[src/rtl/core/tbcl_pkg.sv]
// ----------------------------------------------------------------------------
// tbcl_pkg
// shared types and constants of the tagged block chain length finder
// ----------------------------------------------------------------------------
package tbcl_pkg;

  localparam int unsigned LEN_W      = 40;
  localparam int unsigned CFG_ADDR_W = 4;
  localparam int unsigned CFG_DATA_W = 64;

  // register index taken from paddr[3]
  localparam logic REG_MAX_FILE_SIZE = 1'b0;

  localparam logic [4:0] HDR_NARROW  = 5'd20;
  localparam logic [4:0] HDR_WIDE    = 5'd24;
  localparam int unsigned CHAIN_START = 12;

  localparam logic [7:0] CH_NARROW = 8'h5f;  // '_'
  localparam logic [7:0] CH_WIDE   = 8'h2d;  // '-'
  localparam logic [7:0] CH_LITTLE = 8'h76;  // 'v'

  typedef enum logic [1:0] {
    ST_END      = 2'd0,
    ST_BAD_SIG  = 2'd1,
    ST_EARLY    = 2'd2,
    ST_OVERSIZE = 2'd3
  } status_e;

  typedef struct packed {
    logic             big_endian;
    logic             wide_pointers;
    logic [LEN_W-1:0] file_length;
    status_e          status;
  } res_t;

  // seven byte file signature
  function automatic logic [7:0] sig_byte(input logic [2:0] idx);
    logic [7:0] b;
    case (idx)
      3'd0:    b = 8'h42;
      3'd1:    b = 8'h4c;
      3'd2:    b = 8'h45;
      3'd3:    b = 8'h4e;
      3'd4:    b = 8'h44;
      3'd5:    b = 8'h45;
      3'd6:    b = 8'h52;
      default: b = 8'h00;
    endcase
    return b;
  endfunction

  // code of the end block
  function automatic logic [7:0] end_code(input logic [1:0] idx);
    logic [7:0] b;
    case (idx)
      2'd0:    b = 8'h45;
      2'd1:    b = 8'h4e;
      2'd2:    b = 8'h44;
      2'd3:    b = 8'h42;
      default: b = 8'h00;
    endcase
    return b;
  endfunction

endpackage

[src/rtl/core/tbcl_parser.sv]
// ----------------------------------------------------------------------------
// tbcl_parser
// per-byte signature check and block chain walk, one byte per cycle
// ----------------------------------------------------------------------------
module tbcl_parser import tbcl_pkg::*; #(
  parameter int unsigned OFFSET_BITS = 40
) (
  input  logic             clk_i,
  input  logic             rst_ni,
  input  logic             valid_i,
  input  logic [7:0]       data_i,
  input  logic             first_i,
  input  logic             last_i,
  input  logic [LEN_W-1:0] max_size_i,
  output logic             res_valid_o,
  output res_t             res_o
);

  localparam int unsigned CmpW = (OFFSET_BITS > LEN_W) ? OFFSET_BITS : LEN_W;

  typedef enum logic [1:0] {
    PH_IDLE,
    PH_SIG,
    PH_HDR,
    PH_PAY
  } phase_e;

  phase_e                 phase_q, phase_d;
  logic [OFFSET_BITS-1:0] ofs_q, ofs_d;
  logic [OFFSET_BITS-1:0] nbs_q, nbs_d;
  logic [OFFSET_BITS-1:0] hdr_end_q, hdr_end_d;
  logic [4:0]             idx_q, idx_d;
  logic [3:0]             cm_q, cm_d;
  logic [31:0]            acc_q, acc_d;
  logic                   wide_q, wide_d;
  logic                   be_q, be_d;

  logic                   hit;
  status_e                st;
  logic [OFFSET_BITS-1:0] cur_ofs;
  logic [OFFSET_BITS:0]   ofs_inc;
  logic [4:0]             hdr_len;

  always_comb begin
    phase_d   = phase_q;
    ofs_d     = ofs_q;
    nbs_d     = nbs_q;
    hdr_end_d = hdr_end_q;
    idx_d     = idx_q;
    cm_d      = cm_q;
    acc_d     = acc_q;
    wide_d    = wide_q;
    be_d      = be_q;
    hit       = 1'b0;
    st        = ST_END;
    cur_ofs   = ofs_q;
    ofs_inc   = {1'b0, ofs_q} + 1'b1;
    hdr_len   = wide_q ? HDR_WIDE : HDR_NARROW;

    if (valid_i && (first_i || phase_q != PH_IDLE)) begin
      if (first_i) begin
        phase_d = PH_SIG;
        ofs_d   = '0;
        nbs_d   = OFFSET_BITS'(CHAIN_START);
        idx_d   = '0;
        cm_d    = '0;
        acc_d   = '0;
        wide_d  = 1'b0;
        be_d    = 1'b0;
        hdr_len = HDR_NARROW;
      end
      cur_ofs = ofs_d;
      ofs_inc = {1'b0, cur_ofs} + 1'b1;

      case (phase_d)
        PH_SIG: begin
          if (cur_ofs < OFFSET_BITS'(7)) begin
            if (data_i != sig_byte(cur_ofs[2:0])) begin
              hit = 1'b1;
              st  = ST_BAD_SIG;
            end
          end else if (cur_ofs == OFFSET_BITS'(7)) begin
            if (data_i == CH_NARROW) begin
              wide_d = 1'b0;
            end else if (data_i == CH_WIDE) begin
              wide_d = 1'b1;
            end else begin
              hit = 1'b1;
              st  = ST_BAD_SIG;
            end
          end else if (cur_ofs == OFFSET_BITS'(8)) begin
            be_d = (data_i != CH_LITTLE);
          end
        end
        PH_HDR: begin
          // block end without payload, ready before the length completes
          if (idx_d == 5'd0) begin
            hdr_end_d = nbs_d + OFFSET_BITS'(hdr_len);
          end
          if (idx_d < 5'd4) begin
            if (data_i == end_code(idx_d[1:0])) begin
              cm_d[idx_d[1:0]] = 1'b1;
            end
          end else if (idx_d < 5'd8) begin
            if (be_d) begin
              acc_d = {acc_d[23:0], data_i};
            end else begin
              acc_d = acc_d | (32'(data_i) << {idx_d[1:0], 3'b000});
            end
          end
          if (idx_d == 5'd7) begin
            if (cm_d == 4'hf) begin
              nbs_d = hdr_end_q;
            end else begin
              nbs_d = hdr_end_q + OFFSET_BITS'(acc_d);
              if (CmpW'(nbs_d) > CmpW'(max_size_i)) begin
                hit = 1'b1;
                st  = ST_OVERSIZE;
              end
            end
          end
          if (!hit && (({1'b0, idx_d} + 6'd1) >= {1'b0, hdr_len})) begin
            if (cm_d == 4'hf) begin
              hit = 1'b1;
              st  = ST_END;
            end else begin
              phase_d = PH_PAY;
            end
          end
          idx_d = idx_d + 5'd1;
        end
        default: ;
      endcase

      if (!hit) begin
        ofs_d = ofs_inc[OFFSET_BITS-1:0];
        if ((phase_d == PH_SIG || phase_d == PH_PAY) && ofs_d == nbs_d) begin
          phase_d = PH_HDR;
          idx_d   = '0;
          cm_d    = '0;
          acc_d   = '0;
        end
        if (last_i) begin
          hit = 1'b1;
          st  = ST_EARLY;
        end
      end
      if (hit) begin
        phase_d = PH_IDLE;
      end
    end
  end

  assign res_valid_o         = hit;
  assign res_o.status        = st;
  assign res_o.file_length   = (st == ST_END) ? LEN_W'(nbs_d) : LEN_W'(ofs_inc);
  assign res_o.wide_pointers = wide_d;
  assign res_o.big_endian    = be_d;

  always_ff @(posedge clk_i or negedge rst_ni) begin
    if (!rst_ni) begin
      phase_q   <= PH_IDLE;
      ofs_q     <= '0;
      nbs_q     <= OFFSET_BITS'(CHAIN_START);
      hdr_end_q <= '0;
      idx_q     <= '0;
      cm_q      <= '0;
      acc_q     <= '0;
      wide_q    <= 1'b0;
      be_q      <= 1'b0;
    end else begin
      phase_q   <= phase_d;
      ofs_q     <= ofs_d;
      nbs_q     <= nbs_d;
      hdr_end_q <= hdr_end_d;
      idx_q     <= idx_d;
      cm_q      <= cm_d;
      acc_q     <= acc_d;
      wide_q    <= wide_d;
      be_q      <= be_d;
    end
  end

endmodule

[src/rtl/core/tbcl_out_buf.sv]
// ----------------------------------------------------------------------------
// tbcl_out_buf
// two-entry result buffer between the parser and the output stream
// ----------------------------------------------------------------------------
module tbcl_out_buf import tbcl_pkg::*; (
  input  logic clk_i,
  input  logic rst_ni,
  input  logic wr_i,
  input  res_t wr_data_i,
  output logic full_o,
  output logic rd_valid_o,
  input  logic rd_ready_i,
  output res_t rd_data_o
);

  res_t       mem_q [2];
  logic       wr_ptr_q, rd_ptr_q;
  logic [1:0] cnt_q;
  logic       rd;

  assign rd         = rd_valid_o && rd_ready_i;
  assign rd_valid_o = (cnt_q != 2'd0);
  assign full_o     = (cnt_q == 2'd2);
  assign rd_data_o  = mem_q[rd_ptr_q];

  always_ff @(posedge clk_i) begin
    if (wr_i) begin
      mem_q[wr_ptr_q] <= wr_data_i;
    end
  end

  always_ff @(posedge clk_i or negedge rst_ni) begin
    if (!rst_ni) begin
      wr_ptr_q <= 1'b0;
      rd_ptr_q <= 1'b0;
      cnt_q    <= 2'd0;
    end else begin
      if (wr_i) begin
        wr_ptr_q <= ~wr_ptr_q;
      end
      if (rd) begin
        rd_ptr_q <= ~rd_ptr_q;
      end
      cnt_q <= cnt_q + {1'b0, wr_i} - {1'b0, rd};
    end
  end

endmodule

[src/rtl/core/tagged_block_chain_length_finder.sv]
// ----------------------------------------------------------------------------
// tagged_block_chain_length_finder
// walks the block chain of a candidate file byte by byte and reports its length
// ----------------------------------------------------------------------------
//
//   channel   direction  payload
//   s_axis    in         tdata: data_byte, tuser: first_byte, tlast: last_byte
//   m_axis    out        tdata: file_length, tuser: status, wide, big_endian
//   apb       in/out     reg 0 at 0x0: max_file_size (40 bits)
//
// one byte is taken every cycle while a buffer entry is free; each byte costs a compare,
// a field capture and one offset-wide add in the parser
// the result of the byte that ends the walk is registered in the result buffer before m_axis
// the two-entry result buffer keeps taking bytes while one result waits;
// s_axis_tready drops only when both entries are occupied
// reset: max_file_size all ones, parser idle until a byte with first_byte
//
module tagged_block_chain_length_finder import tbcl_pkg::*; #(
  parameter int unsigned OFFSET_BITS = 40
) (
  input  logic                  clk_i,
  input  logic                  rst_ni,
  // byte stream in
  input  logic                  s_axis_tvalid,
  output logic                  s_axis_tready,
  input  logic [7:0]            s_axis_tdata,   // [7:0] data_byte
  input  logic                  s_axis_tuser,   // [0] first_byte
  input  logic                  s_axis_tlast,
  // results out
  output logic                  m_axis_tvalid,
  input  logic                  m_axis_tready,
  output logic [LEN_W-1:0]      m_axis_tdata,   // [39:0] file_length
  output logic [3:0]            m_axis_tuser,   // [1:0] status, [2] wide_pointers,
                                                // [3] big_endian
  // configuration
  input  logic                  psel,
  input  logic                  penable,
  input  logic                  pwrite,
  input  logic [CFG_ADDR_W-1:0] paddr,
  input  logic [CFG_DATA_W-1:0] pwdata,
  output logic [CFG_DATA_W-1:0] prdata,
  output logic                  pready
);

  logic             max_we;
  logic [LEN_W-1:0] max_size_q;
  logic             buf_full;
  logic             in_acc;
  logic             res_valid;
  res_t             res;
  res_t             out_res;

  // configuration register, 8-byte stride
  assign pready = 1'b1;
  assign max_we = psel && penable && pwrite && (paddr[3] == REG_MAX_FILE_SIZE);
  assign prdata = (paddr[3] == REG_MAX_FILE_SIZE) ? CFG_DATA_W'(max_size_q) : '0;

  always_ff @(posedge clk_i or negedge rst_ni) begin
    if (!rst_ni) begin
      max_size_q <= '1;
    end else if (max_we) begin
      max_size_q <= pwdata[LEN_W-1:0];
    end
  end

  assign s_axis_tready = !buf_full;
  assign in_acc        = s_axis_tvalid && s_axis_tready;

  tbcl_parser #(
    .OFFSET_BITS(OFFSET_BITS)
  ) u_parser (
    .clk_i      (clk_i),
    .rst_ni     (rst_ni),
    .valid_i    (in_acc),
    .data_i     (s_axis_tdata),
    .first_i    (s_axis_tuser),
    .last_i     (s_axis_tlast),
    .max_size_i (max_size_q),
    .res_valid_o(res_valid),
    .res_o      (res)
  );

  // result register with one skid entry
  tbcl_out_buf u_out_buf (
    .clk_i     (clk_i),
    .rst_ni    (rst_ni),
    .wr_i      (res_valid),
    .wr_data_i (res),
    .full_o    (buf_full),
    .rd_valid_o(m_axis_tvalid),
    .rd_ready_i(m_axis_tready),
    .rd_data_o (out_res)
  );

  assign m_axis_tdata = out_res.file_length;
  assign m_axis_tuser = {out_res.big_endian, out_res.wide_pointers, out_res.status};

endmodule

[config.mk]
export PLATFORM = sky130hd
export DESIGN_NAME = tagged_block_chain_length_finder
export DESIGN_NICKNAME = d
export VERILOG_FILES = /design/src/rtl/core/tbcl_pkg.sv /design/src/rtl/core/tbcl_parser.sv /design/src/rtl/core/tbcl_out_buf.sv /design/src/rtl/core/tagged_block_chain_length_finder.sv
export SDC_FILE = /design/constraint.sdc
export NUM_CORES = 1
export LEC_CHECK = 0
export BUFFER_PORTS_ARGS = -buffer_cell sky130_fd_sc_hd__buf_2
export CAP_MARGIN = 0
export CORE_MARGIN = 4
export CORE_UTILIZATION = 45
export CTS_CLUSTER_DIAMETER = 100
export CTS_CLUSTER_SIZE = 14
export DETAILED_ROUTE_END_ITERATION = 8
export PLACE_DENSITY_LB_ADDON = 0.3
export REMOVE_ABC_BUFFERS = 1
export SKIP_CTS_REPAIR_TIMING = 1
export SYNTH_ARGS = -nofsm -noshare
export SYNTH_HDL_FRONTEND = slang
export SYNTH_HIERARCHICAL = 1
export SYNTH_SLANG_ARGS = --single-unit
[constraint.sdc]
create_clock -name clk_i -period 9.4 [get_ports clk_i]
set_clock_uncertainty 0.2 [all_clocks]
set_input_delay 1.88 -clock clk_i [delete_from_list [all_inputs] [get_ports clk_i]]
set_output_delay 1.88 -clock clk_i [all_outputs]
set_load 0.02 [all_outputs]
== After elaboration in Yosys (flattened, before gate mapping) ==
Memories as Yosys holds them, arrays and structs flattened.
Index checks and enable logic that the tools add are counted.
Storage, ports and cells
  word-level logic and storage cells: 187
  bits in registers: 209
  bits in writable memories: 88
  input port bits: 85
  output and inout port bits: 111
  memories kept: 1
Cells by class
  shifts and indexed selects: 1
  equality and inequality tests: 24
  mux-type cells: 107
  add/sub/neg operators: 8
  $lt $le $gt $ge: 7
  reductions and logical operators: 21
  bitwise gates (word level): 5
Memories
  u_out_buf.mem_q: depth 2, bits a word 44, rd ports 1, clocked after Yosys merged registers in 0, wr ports 1, line tbcl_out_buf.sv:16  | res_t mem_q [2];
Operator list (number)
  $mux 40: 13
  $mux 32: 10
  $add 40x1->40 const B: 2
  $mux 8: 6
  $pmux 7 s6: 1
  $add 40x32->40: 1
  $add 40x5->40: 1
  $eq 40x3->1 const B: 1
  $eq 40x4->1 const B: 1
  $eq 40x40->1: 1
  $gt 40x40->1: 1
  $lt 40x3->1 const B: 1
  $mux 2: 20
  $mux 4: 10
  $mux 1: 36
  $mux 5: 7
  $or 32x32->32: 1
  $pmux 8 s4: 1
  $shl 8x5->32: 1
  $eq 2x2->1 const B: 5
  $eq 3x3->1 const B: 3
  $logic_and 1x1->1: 9
  $eq 8x6->1 const B: 1
  $eq 8x7->1 const B: 1
  30 further kinds: 39

== Depth between registers and ports, before layout ==
  depth after elaboration: 31
  mapped depth: 35
  depth with buffers taken out: 27

== Hierarchy ==
Netlist, hierarchy kept.
By module, submodules not included
  tbcl_parser: cells each 2309, times used 1, area an instance 17219.0 um^2, sequential area each 4131.5 um^2
  tbcl_out_buf: cells each 154, times used 1, area an instance 3575.9 um^2, sequential area each 2742.6 um^2
  tagged_block_chain_length_finder: cells each 158, times used 1, area an instance 2062.0 um^2, sequential area each 1051.0 um^2

== Worst setup path before layout ==
OpenSTA, ideal clock, no wires.
  path type: input port to flip-flop
  from: input s_axis_tuser
  to: memory u_out_buf/mem_q[0][0] (netlist bit), enable pin
  library setup time: 0.451 ns
  slack: -1.943 ns
  arrival: 10.693 ns
  stages on the path: 31
  path buffers: 10
  cells stage by stage: clkbuf_1 clkbuf_1 buf_1 buf_2 buf_1 buf_1 buf_2 buf_1 nor2_1 a22o_1 ha_1 clkbuf_1 nand4_1 or2_1 a211o_1 a311oi_1 a31oi_1 nor3_1 xor2_1 ha_1 nand4_1 nor4_1 nand4_1 a21oi_1 nor3_1 nand3b_1 a21oi_1 clkbuf_1 nor2_1 nor2_1 nor2b_1
Between the ends
  longest elaborated chain between the ends: 27
RTL lines
  start: declaration: line tagged_block_chain_length_finder.sv:27  | input logic s_axis_tuser,
  branches (longest 24 deep; another with $add 40x32->40)
  $mux 1 *: line tbcl_parser.sv:60  | if (valid_i && (first_i || phase_q != PH_IDLE)) begin
  named net res_valid: line tagged_block_chain_length_finder.sv:49  | logic res_valid;
  $mux 1 *: line tbcl_out_buf.sv:27  | if (wr_i) begin
  $mux 1 (implied by the code) *: line tbcl_out_buf.sv:28  | mem_q[wr_ptr_q] <= wr_data_i;
  end: declaration: line tbcl_out_buf.sv:16
Mark *: on every way through the listed nets, which the timed path passes. The select of a mux whose other input is x is not followed.

== Worst setup path after layout ==
  from: input s_axis_tuser
  to: register u_parser.cm_q[3]
Between the ends
  longest elaborated chain between the ends: 27
RTL lines
  branches (longest 27 deep; another with $add 40x32->40)
  end signal: assignment: line tbcl_parser.sv:177  | cm_q <= cm_d;
  end: declaration: line tbcl_parser.sv:33  | logic [3:0] cm_q, cm_d;
Several ways; the timed one is not identified. The select of a mux whose other input is x is not followed.
A chain may end at the register's enable or synchronous reset.

==> flow_summary.toml <==
[run_status]
status = "completed"

[yosys]
syn_avg_cell_area_um2 = 8.72
synth_cell_types = 105
synth_top_area_frac = 0.183
syn_inst = 2621
synth_top_family_by_area = "simple AND/OR/NAND/NOR gates"
yosysTopAreaCell = "dfrtp_1"
synth_xor_area_frac = 0.0650
synth.area.mux_share = 0.0754
yosys.area_share.simple = 0.209
yosys-top-cells-area = "dfrtp_1, edfxtp_1, nand2_1, ha_1, dfstp_2"
ys_async_sr_fraction = 0.704
synth_compound_area_frac = 0.189
syn_area_um2 = 22900
synth_top_flop_cell = "dfrtp_1"
yosys.area_share.adder = 0.0515
synth_edf_count = 88
ys_seq_area_frac = 0.347
synth_seq_cells = 297
ys_warn_count = 6

[layout]
utilization = 0.511
drive_gt1_frac = 0.199
antenna_cells = 0
final_common_cell = "nand2_1"
final_cell_mix = "nand2_1, o21ai_0, buf_4"
nets = 2947
syn2layout_area_growth_pct = 12.1
postLayoutCellArea_um2 = 25600

[floorplan]
die_area_um2 = 54500
fp.dieH_um = 233
rows = 82
core_um2 = 50200
initial_core_util = 0.456
io_pins = 196
die_w_um = 233

[route]
drc = 0
wl_um = 80200
drtPass1Iterations = 5
ant_nets = 0
drt-wirelength-per-cell_um = 23.2
first_iter_violations = 2495
viasPerCell = 6.15
num_vias = 21300

[clock_network]
cts_tree = "yes"
cts_buffers = 25
cts_num_sinks = 297
clk_latency_ns = 0.58
ctsHtreeMaxLevel = 1
root_buffer = "clkbuf_16"
clk_path_buf_depth = 3
path_clk_slew_ns = 0.08

[timing]
rsz0062_at_grt = "no"
worst_pin_slew_ns = 1.04
layout_min_cycle_time_ns = 8.51
whs_ns = 0.329
finalSetupViolations = 0
fin_crit_sh = 0.905
finalMaxSlewViolations = 0
finalHoldViolations = 0
fmax_mhz = 118
fin_ws_ns = 0.894
slew_headroom = 0.303

[job]
cap_violations = 0

[place]
place.gp.congestion = 0.975
dp_slack_ns = 0.436
port_buffers = 143
hpwlAfterDp_um = 60100
postPlaceCellArea_um2 = 24900

[global_routing]
grt_pass1_wl_um = 121000
grt_usage = 0.285
grt_max_degree = 87
overflow = 0
grt_pass1_vias = 20200
antenna_found_initial = 0

[power]
power.total_mw = 3.79
swShare = 0.350
clockPowerShare = 0.269
p_seq_frac = 0.422
pwr_density_cell_nw_per_um2 = 148
power_frac_comb = 0.309
max-vdd-ir-drop_uv = 135
p_int_mw = 2.47
switching_power_mw = 1.33
leakagePower_nw = 10.9

[worst_setup_path]
critical_path_class = "input pin to flip-flop"
r2r_setup_slack_ns = 1.33
worstPathRequired_ns = 9.66
worst_path_most_repeated_cell = "buf_4"
crit_slowest_cell = "nor2_1"
cp_max_fo = 40
start_kind = "input pin"
path_delay_family = "simple AND/OR/NAND/NOR gates"
path_buf_inv = 7
max_stage_delay_ns = 0.42
cp_data_arrival_time_ns = 8.76
cp-end-kind = "flip-flop"

[worst_hold_path]
holdCritPathClass = "flip-flop to flip-flop"
[final cells by class]
class	instances	area (um^2)
Fill cell	4648	24600
Multi-Input combinational cell	2042	13600
Sequential cell	297	7930
Timing Repair Buffer	320	2170
Tap cell	672	841
Clock buffer	43	693
Inverter	84	315
Clock inverter	3	23.8
[power by group through the flow]
stage	clock network, mW	logic, mW	registers, mW
final	1.02	1.17	1.60
after global routing	1.09	1.26	1.62
after CTS	1.04	1.18	1.60
after detailed placement	0	1.17	1.63
after global placement	0	1.15	1.62
after floorplan	0	0.729	1.64
[cell usage after synthesis, drive strengths merged, types with 15 or more instances]
library cell	n
ha	90
nor3	35
a211oi	19
edfxtp	88
a22o	58
mux2i	26
a31oi	20
a21oi	148
inv	82
or3	15
xor2	58
buf	89
o31ai	15
nor2	151
nor4	34
a22oi	29
clkbuf	132
or2	16
nand3	91
and3	45
nand2b	18
dfstp	42
nand2	327
a21o	22
dfrtp	167
mux2	116
nand4	55
o211ai	19
and2	21
o21a	18
xnor2	108
o21ai	215
nor2b	80
[worst register-to-register path, delay by kind of cell (launching register included)]
family	cells	cell delay (ns)
buffers and inverters	8	1.39
AND/OR/NAND/NOR	14	3.65
AO/OA/AOI/OAI	8	1.62
flip-flops	1	0.49
adder cells (fa/ha/maj)	2	0.60
[kinds of logic after synthesis]
family,Yosys count
AO/OA/AOI/OAI,669
XOR/XNOR,167
adder cells (fa/ha/maj),93
buffers and inverters,305
flip-flops,297
multiplexers,142
other,2
AND/OR/NAND/NOR,946
[metrics by stage]
| step | setup TNS, ns | std cells |
|---|---|---|
| after floorplan | -98.95 | 2423 |
| after global placement | 0 | 3415 |
| after detailed placement | 0 | 3415 |
| after CTS | 0 | 3461 |
| after global routing | 0 | 3461 |
| final | 0 | 3461 |
[layer usage]
layer	part of all wire	track usage	wire length (um)
met5	0	0	0
met4	0.035	0.0900	2800
met3	0.083	0.0371	6640
met2	0.44	0.444	35500
met1	0.44	0.412	35200
[final timing paths]
kind,start,to,cells past startpoint
worst max-delay path,s_axis_tuser,u_parser/cm_q[3]$_DFFE_PN0P_,30
worst min-delay path,u_parser/nbs_q[3]$_DFF_PN1_,u_parser/nbs_q[3]$_DFF_PN1_,2
worst max register to register,u_parser/idx_q[2]$_DFFE_PN0P_,u_parser/cm_q[3]$_DFFE_PN0P_,32
worst min register to register,u_parser/nbs_q[3]$_DFF_PN1_,u_parser/nbs_q[3]$_DFF_PN1_,2
max in group asynchronous,rst_ni,u_parser/acc_q[27]$_DFFE_PN0P_,2
min in group asynchronous,rst_ni,u_out_buf/cnt_q[1]$_DFF_PN0_,1
[flip-flops by register name (all words and copies together), names as in the netlist, 2 cells and up]
register / cells
u_parser/nbs_q: 40
u_parser/ofs_q: 40
u_parser/idx_q: 5
u_out_buf/cnt_q: 2
u_parser/cm_q: 4
u_out_buf/mem_q: 88
u_parser/hdr_end_q: 40
max_size_q: 40
u_parser/acc_q: 32
u_parser/phase_q: 2
Note: power is estimated with default switching activity, not from simulation.
